==> config.mk <==
export PLATFORM = sky130hd
export DESIGN_NAME = rwc_cmd_queue
export DESIGN_NICKNAME = d
export VERILOG_FILES = /design/src/hdl/rwc_pkg.sv /design/src/hdl/rwc_cmd_queue.sv
export SDC_FILE = /design/constraint.sdc
export NUM_CORES = 1
export LEC_CHECK = 0
export ABC_AREA = 1
export BUFFER_PORTS_ARGS = -buffer_cell sky130_fd_sc_hd__buf_2
export CORE_ASPECT_RATIO = 0.6
export CORE_UTILIZATION = 51
export CTS_BUF_LIST = sky130_fd_sc_hd__clkbuf_2
export DETAILED_ROUTE_END_ITERATION = 12
export GPL_TIMING_DRIVEN = 0
export PLACE_DENSITY = 0.72
export SLEW_MARGIN = 40
export SYNTH_ARGS = -nofsm -noshare
export SYNTH_HDL_FRONTEND = slang
export SYNTH_SLANG_ARGS = --single-unit
==> constraint.sdc <==
create_clock -name clk -period 11.9 [get_ports clk]
set_clock_uncertainty 0.05 [all_clocks]
set_input_delay 1.19 -clock clk [delete_from_list [all_inputs] [get_ports clk]]
set_output_delay 1.19 -clock clk [all_outputs]
set_load 0.02 [all_outputs]
==> src/hdl/rwc_pkg.sv <==
// Shared types, constants and helpers for the rolling window checksum block.
// No dependencies; imported by every module of the block but rwc_ram.
`timescale 1ns / 1ps

package rwc_pkg;

  // Sizing
  localparam int MAX_WINDOW_LOG2 = 12;
  localparam int MIN_WINDOW_LOG2 = 2;
  localparam int RING_DEPTH      = 1 << MAX_WINDOW_LOG2;
  localparam int PTR_W           = MAX_WINDOW_LOG2;
  localparam int LEN_W           = MAX_WINDOW_LOG2 + 1;
  localparam int LG_W            = $clog2(MAX_WINDOW_LOG2 + 1);
  localparam int OFF_W           = 48;
  localparam int SUM_W           = 16;
  localparam int BYTE_W          = 8;
  localparam int CSUM_W          = 2 * SUM_W;
  localparam int CFG_W           = 4;
  localparam int CFG_IDX_W       = 1;
  localparam int CMDQ_DEPTH      = 4;
  localparam int CMDQ_AW         = $clog2(CMDQ_DEPTH);
  localparam int RES_DEPTH       = 2;
  localparam int RES_AW          = $clog2(RES_DEPTH);

  localparam logic [OFF_W-1:0] OFFSET_MAX  = {OFF_W{1'b1}};
  localparam logic [CFG_W-1:0] WLOG_RESET  = CFG_W'(10);

  // Configuration register indexes
  typedef enum logic [CFG_IDX_W-1:0] {
    REG_WINDOW_LOG2  = 1'b0,
    REG_ROLLING_MODE = 1'b1
  } cfg_reg_t;

  // One classified byte, passed from front to back
  typedef struct packed {
    logic [BYTE_W-1:0] data;
    logic [PTR_W-1:0]  addr;
    logic              roll;       // subtract the byte leaving the window
    logic [LG_W-1:0]   lg;
    logic              clr_before; // new stream: sums start from zero
    logic              emit;
    logic              clr_after;  // sums restart after this byte
    logic [OFF_W-1:0]  start;
    logic [LEN_W-1:0]  len;
    logic              last;
  } cmd_t;

  // One result beat
  typedef struct packed {
    logic [CSUM_W-1:0] checksum;
    logic [OFF_W-1:0]  start;
    logic [LEN_W-1:0]  len;
    logic              last;
  } res_t;

  // Clamp the window register into the supported range
  function automatic logic [LG_W-1:0] eff_log2(input logic [CFG_W-1:0] wl);
    logic [LG_W-1:0] lg;
    if (int'(wl) < MIN_WINDOW_LOG2) begin
      lg = LG_W'(MIN_WINDOW_LOG2);
    end else if (int'(wl) > MAX_WINDOW_LOG2) begin
      lg = LG_W'(MAX_WINDOW_LOG2);
    end else begin
      lg = LG_W'(wl);
    end
    return lg;
  endfunction

endpackage

==> src/hdl/rwc_cmd_queue.sv <==
// Short queue of classified bytes between the front and back of the block.
// Depends on rwc_pkg for cmd_t and the queue depth.
`timescale 1ns / 1ps

module rwc_cmd_queue (
  input  logic          clk,
  input  logic          rst_n,
  input  logic          push,
  input  rwc_pkg::cmd_t push_cmd,
  output logic          full,
  input  logic          pop,
  output logic          valid,
  output rwc_pkg::cmd_t head_cmd
);
  import rwc_pkg::*;

  cmd_t               slot_r [CMDQ_DEPTH];
  logic [CMDQ_AW-1:0] wptr_r, wptr_nxt;
  logic [CMDQ_AW-1:0] rptr_r, rptr_nxt;
  logic [CMDQ_AW:0]   cnt_r, cnt_nxt;
  logic               do_push, do_pop;

  assign full     = (cnt_r == (CMDQ_AW+1)'(CMDQ_DEPTH));
  assign valid    = (cnt_r != '0);
  assign head_cmd = slot_r[rptr_r];
  assign do_push  = push && !full;
  assign do_pop   = pop && valid;

  // Advance pointers and occupancy
  always_comb begin
    wptr_nxt = do_push ? wptr_r + 1'b1 : wptr_r;
    rptr_nxt = do_pop  ? rptr_r + 1'b1 : rptr_r;
    cnt_nxt  = cnt_r;
    if (do_push && !do_pop) begin
      cnt_nxt = cnt_r + 1'b1;
    end else if (do_pop && !do_push) begin
      cnt_nxt = cnt_r - 1'b1;
    end
  end

  always_ff @(posedge clk) begin
    if (!rst_n) begin
      wptr_r <= '0;
      rptr_r <= '0;
      cnt_r  <= '0;
    end else begin
      wptr_r <= wptr_nxt;
      rptr_r <= rptr_nxt;
      cnt_r  <= cnt_nxt;
    end
  end

  // Store the incoming beat
  always_ff @(posedge clk) begin
    if (do_push) begin
      slot_r[wptr_r] <= push_cmd;
    end
  end

endmodule

==> key figures <==
Yosys
  – Post-synthesis instance area: between 10000 and 15000 um2
  – Number of distinct library cell variants in the gate-level netlist after synthesis: 20
  – Register area share after synthesis: 0.7985
  – Mapped Cells: 939
  – Flops & latches, synth: 369
  – Mean instance size in the synthesized netlist: about 15 um2
  – Number of nets in the synthesized netlist: 1039
  – Synth Warn #: 0

Clocking
  – Post-CTS setup buffer count: 0
  – Root buffer cell: clkbuf_2
  – H-tree levels: 3
  – Clock slew seen by the registers of the worst setup and hold paths: approximately 0.12 ns
  – Cts repair resizes: 0
  – Number of buffers on the longest clock path: 3
  – Cts hold-fix bufs: 0
  – Sink count of the clock tree: 369
  – Clock tree from TritonCTS: yes
  – Source-to-sink clock delay at the later pin of the worst-skew pair: 0.91 ns
  – Number of buffers created by CTS: between 80 and 90

Detailed routing
  – DRT Wirelength: 32410 um
  – Via count: 8996
  – Starting DRT DRC Count: around 880
  – Wire length per cell: 19.56 um
  – Vias per cell: 5.429
  – Antenna viol nets, final: 0
  – DRC violations left: 0
  – Pre-antenna DRT Iters: 5

Global route
  – Number of antenna violations at the first check in global routing: 9
  – Grt total ovfl: 0
  – Wire length of the first global-routing pass: 48760 um
  – Vias in the first global route: 8781
  – Pin count of the biggest net entering global routing: 19
  – Total routing usage reported by global routing: 0.2339

Finish
  – Share of the core filled with cells in the final layout: 0.6197
  – Most frequent cells in the layout: edfxtp_1, nor2_1, buf_2
  – Fraction of layout instances using a drive strength above 1: 0.2785
  – Layout net count: 1332
  – Synthesis-to-layout area growth: 19.19%
  – Leading cell type in the layout, fill and taps excluded: edfxtp_1

Floorplanning
  – Starting density of the core: 0.5199
  – X dimension of the die: between 200 and 250 um
  – Die Ht: 129.3 um
  – Core region area: 26480 um2
  – Standard-cell row count: 46
  – Die outline area: 27670 um2
  – Top Ports: 186

Timing
  – Setup-violating endpoint count in the final report: 0
  – Post-route setup slack: 7.609 ns
  – Final critical path time including I/O delays and setup: 4.291 ns
  – Number of pins with negative max-slew slack in the final report: 0
  – Total Negative Setup Slacks: 0 ns
  – Timing-limited maximum frequency: ~230 MHz
  – RSZ-0062 raised after global routing: no
  – Max-Slew Margin vs Limit: 0.6035
  – Hold violation count in the final report: 0
  – Transition time at the pin with the least slew margin: 0.5948 ns
  – Portion of the clock cycle consumed by the worst path in the final layout: 0.3606
  – Post-route worst hold slack: about 0.38 ns

Min path
  – Worst hold stages: 1
  – Class of the worst hold path: input pin to flop

Pwr
  – Maximum vdd ir drop: 112.4 uV
  – Leakage power figure: about 0.0059 uW
  – Sum of internal, switching and leakage power: 3427 uW
  – Total power density per cell area: 208.9 nW/um2

Worst setup path
  – Master of the slowest instance on the critical path: inv_1
  – Critical path endpoint category: output pin
  – Crit start category: flop
  – Worst EP arrival: 3.05 ns
  – Sequence of cells on the critical path: buf_2, inv_1, clkbuf_1, o21ai_0, o22ai_1, buf_2
  – CP Data Required Time: 10.66 ns
  – Cell count of the worst reg-to-reg path: 9
  – Max FO, Critical Path: 10
  – Worst path max stage delay: 0.49 ns
  – Critical Path Most Common Cell: buf_2
  – Path type of the worst setup path: flop to output pin

Place
  – Pre-CTS WS: 8.613 ns
  – Global placer's final weighted congestion: around 0.76
  – Count of input and output buffers: approximately 190
  – Half-perimeter wire length after detailed placement: 20340 um

Status
  – Outcome: finished, final reports clean

Flow run
  – Max-capacitance violation count: 0
==> power by group <==
group	internal (uW)	switching, uW
Clock	298	474
Combinational	325	725
Sequential	1570	32.6
==> synthesized netlist by cell type, drive strengths merged <==
library cell | count | area, um2
a21oi | 3 | 15.01
buf | 14 | 152.6
clkbuf | 44 | 165.2
dfxtp | 9 | 180.2
edfxtp | 360 | 10810
fa | 1 | 20.02
ha | 5 | 62.56
inv | 17 | 68.82
nand2 | 15 | 56.30
nand3 | 4 | 20.02
nand3b | 1 | 7.510
nor2 | 194 | 728.2
o21ai | 181 | 905.9
o22ai | 90 | 563.0
xor2 | 1 | 8.760
==> critical path, delay by kind of cell, from the launching register on <==
family          cells  cell delay, ns
buf+inv             4            1.37
flops               1            0.31
compound gates      2            0.45
==> final cells by class <==
cell class                 count  area [um2]
inverter                      17       68.82
clock inverter                15       86.33
sequential                   369       10990
multi-input combinational    495        2417
timing repair buffer         209        1424
buffer                        58       317.8
clock buffer                 126       630.6
fill                        2057       10070
tap                          360       450.4
antenna                        8       20.02
==> flip-flops by register name, indices dropped and copies added (netlist names), named ones only <==
name and cells:
slot_r 360, rptr_r 2, wptr_r 2, cnt_r 3
==> stage by stage <==
step | std cells | cell area, um2
finish | 1657 | 16410
global route | 1651 | 16390
CTS | 1649 | 16390
detailed placement | 1508 | 15670
global placement | 1484 | 15140
floorplan | 939 | 13760
==> path summary, 6_finish.rpt <==
check	endpoint	from	slack (ns)
worst max-delay path	head_cmd[51]	flop	7.61
worst min-delay path	slot_r[1][69]$_DFFE_PP_	push_cmd[69]	0.38
worst max register to register	cnt_r[1]$_SDFFE_PN0P_	cnt_r[0]$_SDFFE_PN0P_	9.64
worst min register to register	rptr_r[1]$_SDFFE_PN0P_	rptr_r[1]$_SDFFE_PN0P_	0.47
==> per-layer routing <==
| layer | routed length (um) | track usage | vias to the layer above |
|---|---|---|---|
| met2 | 14890 | 0.3579 | 395 |
| met1 | 13870 | 0.3148 | 4347 |
| met4 | 702 | 0.08529 | 6 |
| li1 | - | - | 4178 |
| met5 | 36 | 0 | - |
| met3 | 2911 | 0.08005 | 70 |
==> cell families after synthesis <==
logic type	share of synthesized area
adder cells (fa/ha/maj)	0.006000
AND/OR/NAND/NOR	0.05899
flip-flops	0.7985
AO/OA/AOI/OAI	0.1078
buffers and inverters	0.02809
XOR/XNOR	0.0006364
Note: power is estimated with default switching activity, not from simulation.
