`config.mk`:
```
export PLATFORM = sky130hd
export DESIGN_NAME = rwc_front
export DESIGN_NICKNAME = d
export VERILOG_FILES = /design/src/hdl/rwc_pkg.sv /design/src/hdl/rwc_front.sv
export SDC_FILE = /design/constraint.sdc
export NUM_CORES = 1
export LEC_CHECK = 0
export ABC_AREA = 1
export BUFFER_PORTS_ARGS = -buffer_cell sky130_fd_sc_hd__buf_2
export CORE_ASPECT_RATIO = 0.7
export CORE_UTILIZATION = 61
export CTS_CLUSTER_DIAMETER = 60
export DETAILED_ROUTE_END_ITERATION = 12
export PLACE_DENSITY = 0.79
export SYNTH_ARGS = -nofsm -noshare
export SYNTH_HDL_FRONTEND = slang
export SYNTH_SLANG_ARGS = --single-unit
```
`constraint.sdc`:
```
create_clock -name clk -period 7.3 [get_ports clk]
set_input_delay 0.365 -clock clk [delete_from_list [all_inputs] [get_ports clk]]
set_output_delay 0.365 -clock clk [all_outputs]
set_load 0.05 [all_outputs]
```
`src/hdl/rwc_pkg.sv`:
```
// Shared types, constants and helpers for the rolling window checksum block.
// No dependencies; imported by every module of the block but rwc_ram.
`timescale 1ns / 1ps

package rwc_pkg;

  // Sizing
  localparam int MAX_WINDOW_LOG2 = 12;
  localparam int MIN_WINDOW_LOG2 = 2;
  localparam int RING_DEPTH      = 1 << MAX_WINDOW_LOG2;
  localparam int PTR_W           = MAX_WINDOW_LOG2;
  localparam int LEN_W           = MAX_WINDOW_LOG2 + 1;
  localparam int LG_W            = $clog2(MAX_WINDOW_LOG2 + 1);
  localparam int OFF_W           = 48;
  localparam int SUM_W           = 16;
  localparam int BYTE_W          = 8;
  localparam int CSUM_W          = 2 * SUM_W;
  localparam int CFG_W           = 4;
  localparam int CFG_IDX_W       = 1;
  localparam int CMDQ_DEPTH      = 4;
  localparam int CMDQ_AW         = $clog2(CMDQ_DEPTH);
  localparam int RES_DEPTH       = 2;
  localparam int RES_AW          = $clog2(RES_DEPTH);

  localparam logic [OFF_W-1:0] OFFSET_MAX  = {OFF_W{1'b1}};
  localparam logic [CFG_W-1:0] WLOG_RESET  = CFG_W'(10);

  // Configuration register indexes
  typedef enum logic [CFG_IDX_W-1:0] {
    REG_WINDOW_LOG2  = 1'b0,
    REG_ROLLING_MODE = 1'b1
  } cfg_reg_t;

  // One classified byte, passed from front to back
  typedef struct packed {
    logic [BYTE_W-1:0] data;
    logic [PTR_W-1:0]  addr;
    logic              roll;       // subtract the byte leaving the window
    logic [LG_W-1:0]   lg;
    logic              clr_before; // new stream: sums start from zero
    logic              emit;
    logic              clr_after;  // sums restart after this byte
    logic [OFF_W-1:0]  start;
    logic [LEN_W-1:0]  len;
    logic              last;
  } cmd_t;

  // One result beat
  typedef struct packed {
    logic [CSUM_W-1:0] checksum;
    logic [OFF_W-1:0]  start;
    logic [LEN_W-1:0]  len;
    logic              last;
  } res_t;

  // Clamp the window register into the supported range
  function automatic logic [LG_W-1:0] eff_log2(input logic [CFG_W-1:0] wl);
    logic [LG_W-1:0] lg;
    if (int'(wl) < MIN_WINDOW_LOG2) begin
      lg = LG_W'(MIN_WINDOW_LOG2);
    end else if (int'(wl) > MAX_WINDOW_LOG2) begin
      lg = LG_W'(MAX_WINDOW_LOG2);
    end else begin
      lg = LG_W'(wl);
    end
    return lg;
  endfunction

endpackage

```
`src/hdl/rwc_front.sv`:
```
// Front of the checksum block: tracks fill count, ring pointer and stream
// offset, and classifies each accepted byte. Depends on rwc_pkg.
`timescale 1ns / 1ps

module rwc_front (
  input  logic                        clk,
  input  logic                        rst_n,
  input  logic                        accept,
  input  logic [rwc_pkg::BYTE_W-1:0]  data_byte,
  input  logic                        first_byte,
  input  logic                        last_byte,
  input  logic [rwc_pkg::CFG_W-1:0]   window_log2,
  input  logic                        rolling_mode,
  output rwc_pkg::cmd_t               cmd
);
  import rwc_pkg::*;

  logic [PTR_W-1:0] ptr_r, ptr_nxt;
  logic [LEN_W-1:0] fill_r, fill_nxt;
  logic [OFF_W-1:0] off_r, off_nxt;

  logic [LG_W-1:0]  lg;
  logic [LEN_W-1:0] win;
  logic [PTR_W-1:0] mask;
  logic [PTR_W-1:0] addr;
  logic [LEN_W-1:0] fill_base, fill_new;
  logic [OFF_W-1:0] off_base, off_new;
  logic [OFF_W-1:0] len_ext;
  logic             roll, full_win, clr_after;
  logic [LEN_W-1:0] len;

  // Window geometry
  always_comb begin
    lg   = eff_log2(window_log2);
    win  = LEN_W'(1) << lg;
    mask = PTR_W'(win - 1'b1);
  end

  // Classify the byte against the current stream state
  always_comb begin
    fill_base = first_byte ? '0 : fill_r;
    off_base  = first_byte ? '0 : off_r;
    addr      = (first_byte ? '0 : ptr_r) & mask;
    off_new   = (off_base != OFFSET_MAX) ? off_base + 1'b1 : off_base;
    roll      = rolling_mode && (fill_base >= win);
    fill_new  = roll ? win : fill_base + 1'b1;
    full_win  = (fill_new >= win);
    len       = full_win ? win : fill_new;
    len_ext   = OFF_W'(len);
    clr_after = last_byte || (full_win && !rolling_mode);

    cmd.data       = data_byte;
    cmd.addr       = addr;
    cmd.roll       = roll;
    cmd.lg         = lg;
    cmd.clr_before = first_byte;
    cmd.emit       = full_win || last_byte;
    cmd.clr_after  = clr_after;
    cmd.start      = (off_new >= len_ext) ? off_new - len_ext : '0;
    cmd.len        = len;
    cmd.last       = last_byte;
  end

  // Advance stream state on each accepted beat
  always_comb begin
    ptr_nxt  = ptr_r;
    fill_nxt = fill_r;
    off_nxt  = off_r;
    if (accept) begin
      ptr_nxt  = last_byte ? '0 : ((addr + 1'b1) & mask);
      fill_nxt = clr_after ? '0 : fill_new;
      off_nxt  = last_byte ? '0 : off_new;
    end
  end

  always_ff @(posedge clk) begin
    if (!rst_n) begin
      ptr_r  <= '0;
      fill_r <= '0;
      off_r  <= '0;
    end else begin
      ptr_r  <= ptr_nxt;
      fill_r <= fill_nxt;
      off_r  <= off_nxt;
    end
  end

endmodule

```
==> impl_table.tex <==
\begin{tabular}{lr}
\hline
Metric & Value \\
\hline
\multicolumn{2}{l}{\textbf{Logic synthesis}} \\
Cell area after synthesis & a little under 9000 um\^{}2 \\
Synthesized area divided by synthesized cell count & approximately 5.5 um\^{}2 \\
Synth warn & 0 \\
Share of synthesized area occupied by flip-flops and latches & 0.168 \\
Post-synthesis cell type count & 47 \\
FF+latch count, synth & 73 \\
Synthesized instance count & between 1500 and 2000 \\
\multicolumn{2}{l}{\textbf{Worst setup path}} \\
Worst EP required & $\sim$6.9 ns \\
Max stage delay cell, worst path & sky130\_fd\_sc\_hd\_\_ha\_1 \\
Data arrival at the endpoint of the critical path & 6.60 ns \\
Setup CP Type & in2out \\
Most common cell type on the critical path & sky130\_fd\_sc\_hd\_\_nand2\_1 \\
Nature of the critical path endpoint & output pin \\
Crit path launch type & input port \\
Delay contributed by the slowest stage of the critical path & between 0.3 and 0.4 ns \\
Maximum fanout count along the critical path & 13 \\
\multicolumn{2}{l}{\textbf{GRT}} \\
Global-route wire length before repair & around 47 mm \\
Via count of the first global-routing pass & between 8000 and 9000 \\
Total overflow reported by the global router & 0 \\
Total global routing track utilization & 0.421 \\
Initial antenna violation count & 0 \\
Pin count of the biggest net entering global routing & 74 \\
\multicolumn{2}{l}{\textbf{Floorplan}} \\
Starting density of the core & 0.625 \\
Area inside the core boundary & 13900 um\^{}2 \\
Row Count & 36 \\
Floorplan die width & roughly 140 um \\
I/O pin cnt & around 110 \\
Total Die Area & around 15000 um\^{}2 \\
Die span in y & 102 um \\
\multicolumn{2}{l}{\textbf{Cells and area}} \\
Area overhead of the layout relative to synthesis & 9.56\% \\
Layout cells sized above 1 & 0.111 \\
Number of nets in the final layout & roughly 1700 \\
Most frequent cells in the layout & sky130\_fd\_sc\_hd\_\_nand2\_1 (498), sky130\_fd\_sc\_hd\_\_nor2\_1 (240), sky130\_fd\_sc\_hd\_\_nand3\_1 (162), sky130\_fd\_sc\_hd\_\_inv\_1 (150), sky130\_fd\_sc\_hd\_\_a21oi\_1 (113) \\
Core occupancy in the finished layout & 0.685 \\
Number of diodes added for antenna fixing & 0 \\
Footprint of the multi-input gates & 6310 um\^{}2 \\
Number of non-filler instances in the completed layout & $\sim$1800 \\
Storage cell area & approximately 1500 um\^{}2 \\
Leading cell type in the layout, fill and taps excluded & sky130\_fd\_sc\_hd\_\_nand2\_1 \\
Filler Cells Inserted & roughly 1400 \\
\multicolumn{2}{l}{\textbf{Routing}} \\
Routed length per placed instance & 17.1 um \\
WL final & between 30 and 40 mm \\
Violation count after the first detailed-routing iteration & roughly 1200 \\
Residual DRC & 0 \\
Post-detailed-route via-to-cell ratio & a little under 6 \\
Number of vias after detailed routing & approximately 11000 \\
Length of the first detailed-routing pass in iterations & 8 \\
Antenna violation net count after detailed routing & 0 \\
\multicolumn{2}{l}{\textbf{STA}} \\
Transition time at the pin with the least slew margin & between 1 and 1.5 ns \\
Share of the cycle needed by the critical path after routing & 0.954 \\
Setup violations, final & 0 \\
Final setup skew & 0.00762 ns \\
Pins over their slew limit & 0 \\
Time the worst path needs with I/O delays and setup & between 6 and 7 ns \\
Count of endpoints failing hold in the final timing report & 0 \\
Peak Freq & 0.144 GHz \\
Summed negative setup slack over all endpoints & 0 ns \\
Worst-case headroom to the max-slew limit & 0.329 \\
\multicolumn{2}{l}{\textbf{Power}} \\
Internal power & approximately 1200 uW \\
Switching power share of the total & 0.606 \\
Leakage power & $\sim$0.0047 uW \\
Switching power & about 1800 uW \\
Clock share of power & 0.166 \\
Worst supply voltage drop on vdd & 0.000434 V \\
Comb power frac & 0.699 \\
Post-layout power & 2970 uW \\
Part of the total power dissipated in sequential elements & 0.135 \\
Power per standard cell area & roughly 310 nW/um\^{}2 \\
\multicolumn{2}{l}{\textbf{Min path}} \\
Type of the worst min-delay path & in2reg \\
\multicolumn{2}{l}{\textbf{Clock tree}} \\
Sink count of the clock tree & 73 \\
Clk pin slew, worst setup/hold paths & $\sim$0.06 ns \\
CTS Buf Count & 9 \\
Clock latency on the worst-skew pair & 0.36 ns \\
Root Buffer Master & sky130\_fd\_sc\_hd\_\_clkbuf\_16 \\
Post-cts hold buffer count & 0 \\
Clock tree from TritonCTS & built \\
H-tree depth reported by CTS & 3 \\
Maximum clock insertion buffer count & 2 \\
\multicolumn{2}{l}{\textbf{Run status}} \\
Status & complete, no violations \\
\multicolumn{2}{l}{\textbf{Placed design}} \\
HPWL after detailed placement & roughly 24 mm \\
Quantity of I/O buffers inserted on ports & 91 \\
Placer's final routability congestion estimate & around 1.1 \\
Cell Count Post-Placement & roughly 1800 \\
\multicolumn{2}{l}{\textbf{Job}} \\
Maximum capacitance violations & 0 \\
\hline
\end{tabular}
==> kinds of logic after synthesis <==
family | after synthesis | synth area share
compound gates | 154 | 0.0926
other cells | 2 | 0.000863
xor+xnor | 52 | 0.0523
fa+ha+maj | 43 | 0.0627
buf+inv | 226 | 0.116
simple gates | 1023 | 0.508
flops | 73 | 0.168
==> registers in the layout, summed over array words and instances, names as in the netlist <==
signal and cells:
off_r 48, fill_r 13, ptr_r 12
==> worst paths after layout <==
check / from / to / cells past startpoint / slack, ns
max: window_log2[3] / cmd[55] / 36 / 0.34
min: accept / ptr_r[11] / 3 / 0.31
max reg2reg: fill_r[10] / fill_r[3] / 21 / 2.72
min reg2reg: fill_r[6] / fill_r[6] / 2 / 0.46
==> metrics by stage <==
step / hold slack [ns] / instance area [um^2] / setup WS [ns]
detailed placement: 0.457 / 9130 / 0.334
global placement: 0.452 / 9130 / 0.431
global route: 0.339 / 9540 / -0.0853
finish: 0.313 / 9540 / 0.338
CTS: 0.307 / 9440 / 0.298
floorplan: 0.445 / 8720 / 0.270
==> routing by layer <==
metal | part of all wire | GRT usage
met5 | 0 | 0
met4 | 0.011 | 0.0842
met3 | 0.16 | 0.163
met2 | 0.38 | 0.559
met1 | 0.45 | 0.627
==> what timing repair did <==
item                                    4_1_cts  5_1_grt
resized for setup                             0       23
setup buffers                                 0        3
endpoints found under the setup margin        0       47
==> synthesized netlist by cell type, drive strengths merged <==
cell,instances,area share
nand2,505,0.22
nor2,265,0.12
nand3,172,0.10
inv,156,0.068
a21oi,113,0.065
dfxtp,73,0.17
ha,42,0.060
buf,40,0.034
nand4,38,0.027
xor2,31,0.031
clkbuf,30,0.013
o21ai,27,0.016
xnor2,21,0.021
and2,14,0.010
nor3,10,0.0080
nand3b,9,0.0078
nor4,4,0.0036
o211ai,3,0.0026
or2,3,0.0022
a21o,2,0.0017
conb,2,0.00086
o21a,2,0.0017
o22ai,2,0.0014
a31oi,1,0.00072
a41oi,1,0.0010
fa,1,0.0023
nor2b,1,0.00072
nor3b,1,0.00086
nor4b,1,0.0010
o211a,1,0.0011
o21bai,1,0.00086
o31ai,1,0.00086
==> layout make-up <==
| type | instances | area share |
|---|---|---|
| Tap cell | 190 | 0.0249 |
| Multi-Input combinational cell | 1278 | 0.662 |
| Timing Repair Buffer | 110 | 0.0648 |
| Clock inverter | 6 | 0.00866 |
| Clock buffer | 10 | 0.0240 |
| Inverter | 156 | 0.0628 |
| Sequential cell | 73 | 0.153 |
==> worst max-delay path: cells and delay by family <==
family / cells / cell delay [ns]
fa+ha+maj: 3 / 1.01
buf+inv: 7 / 1.11
compound gates: 5 / 0.73
simple gates: 21 / 3.36
==> power by group through the flow <==
stage	registers, uW	logic [uW]	clock network [uW]
after global placement	411	1970	0
after floorplan	411	1630	0
after detailed placement	411	1990	0
after CTS	402	1990	495
after global routing	403	2230	510
final	403	2080	492
Note: power is estimated with default switching activity, not from simulation.
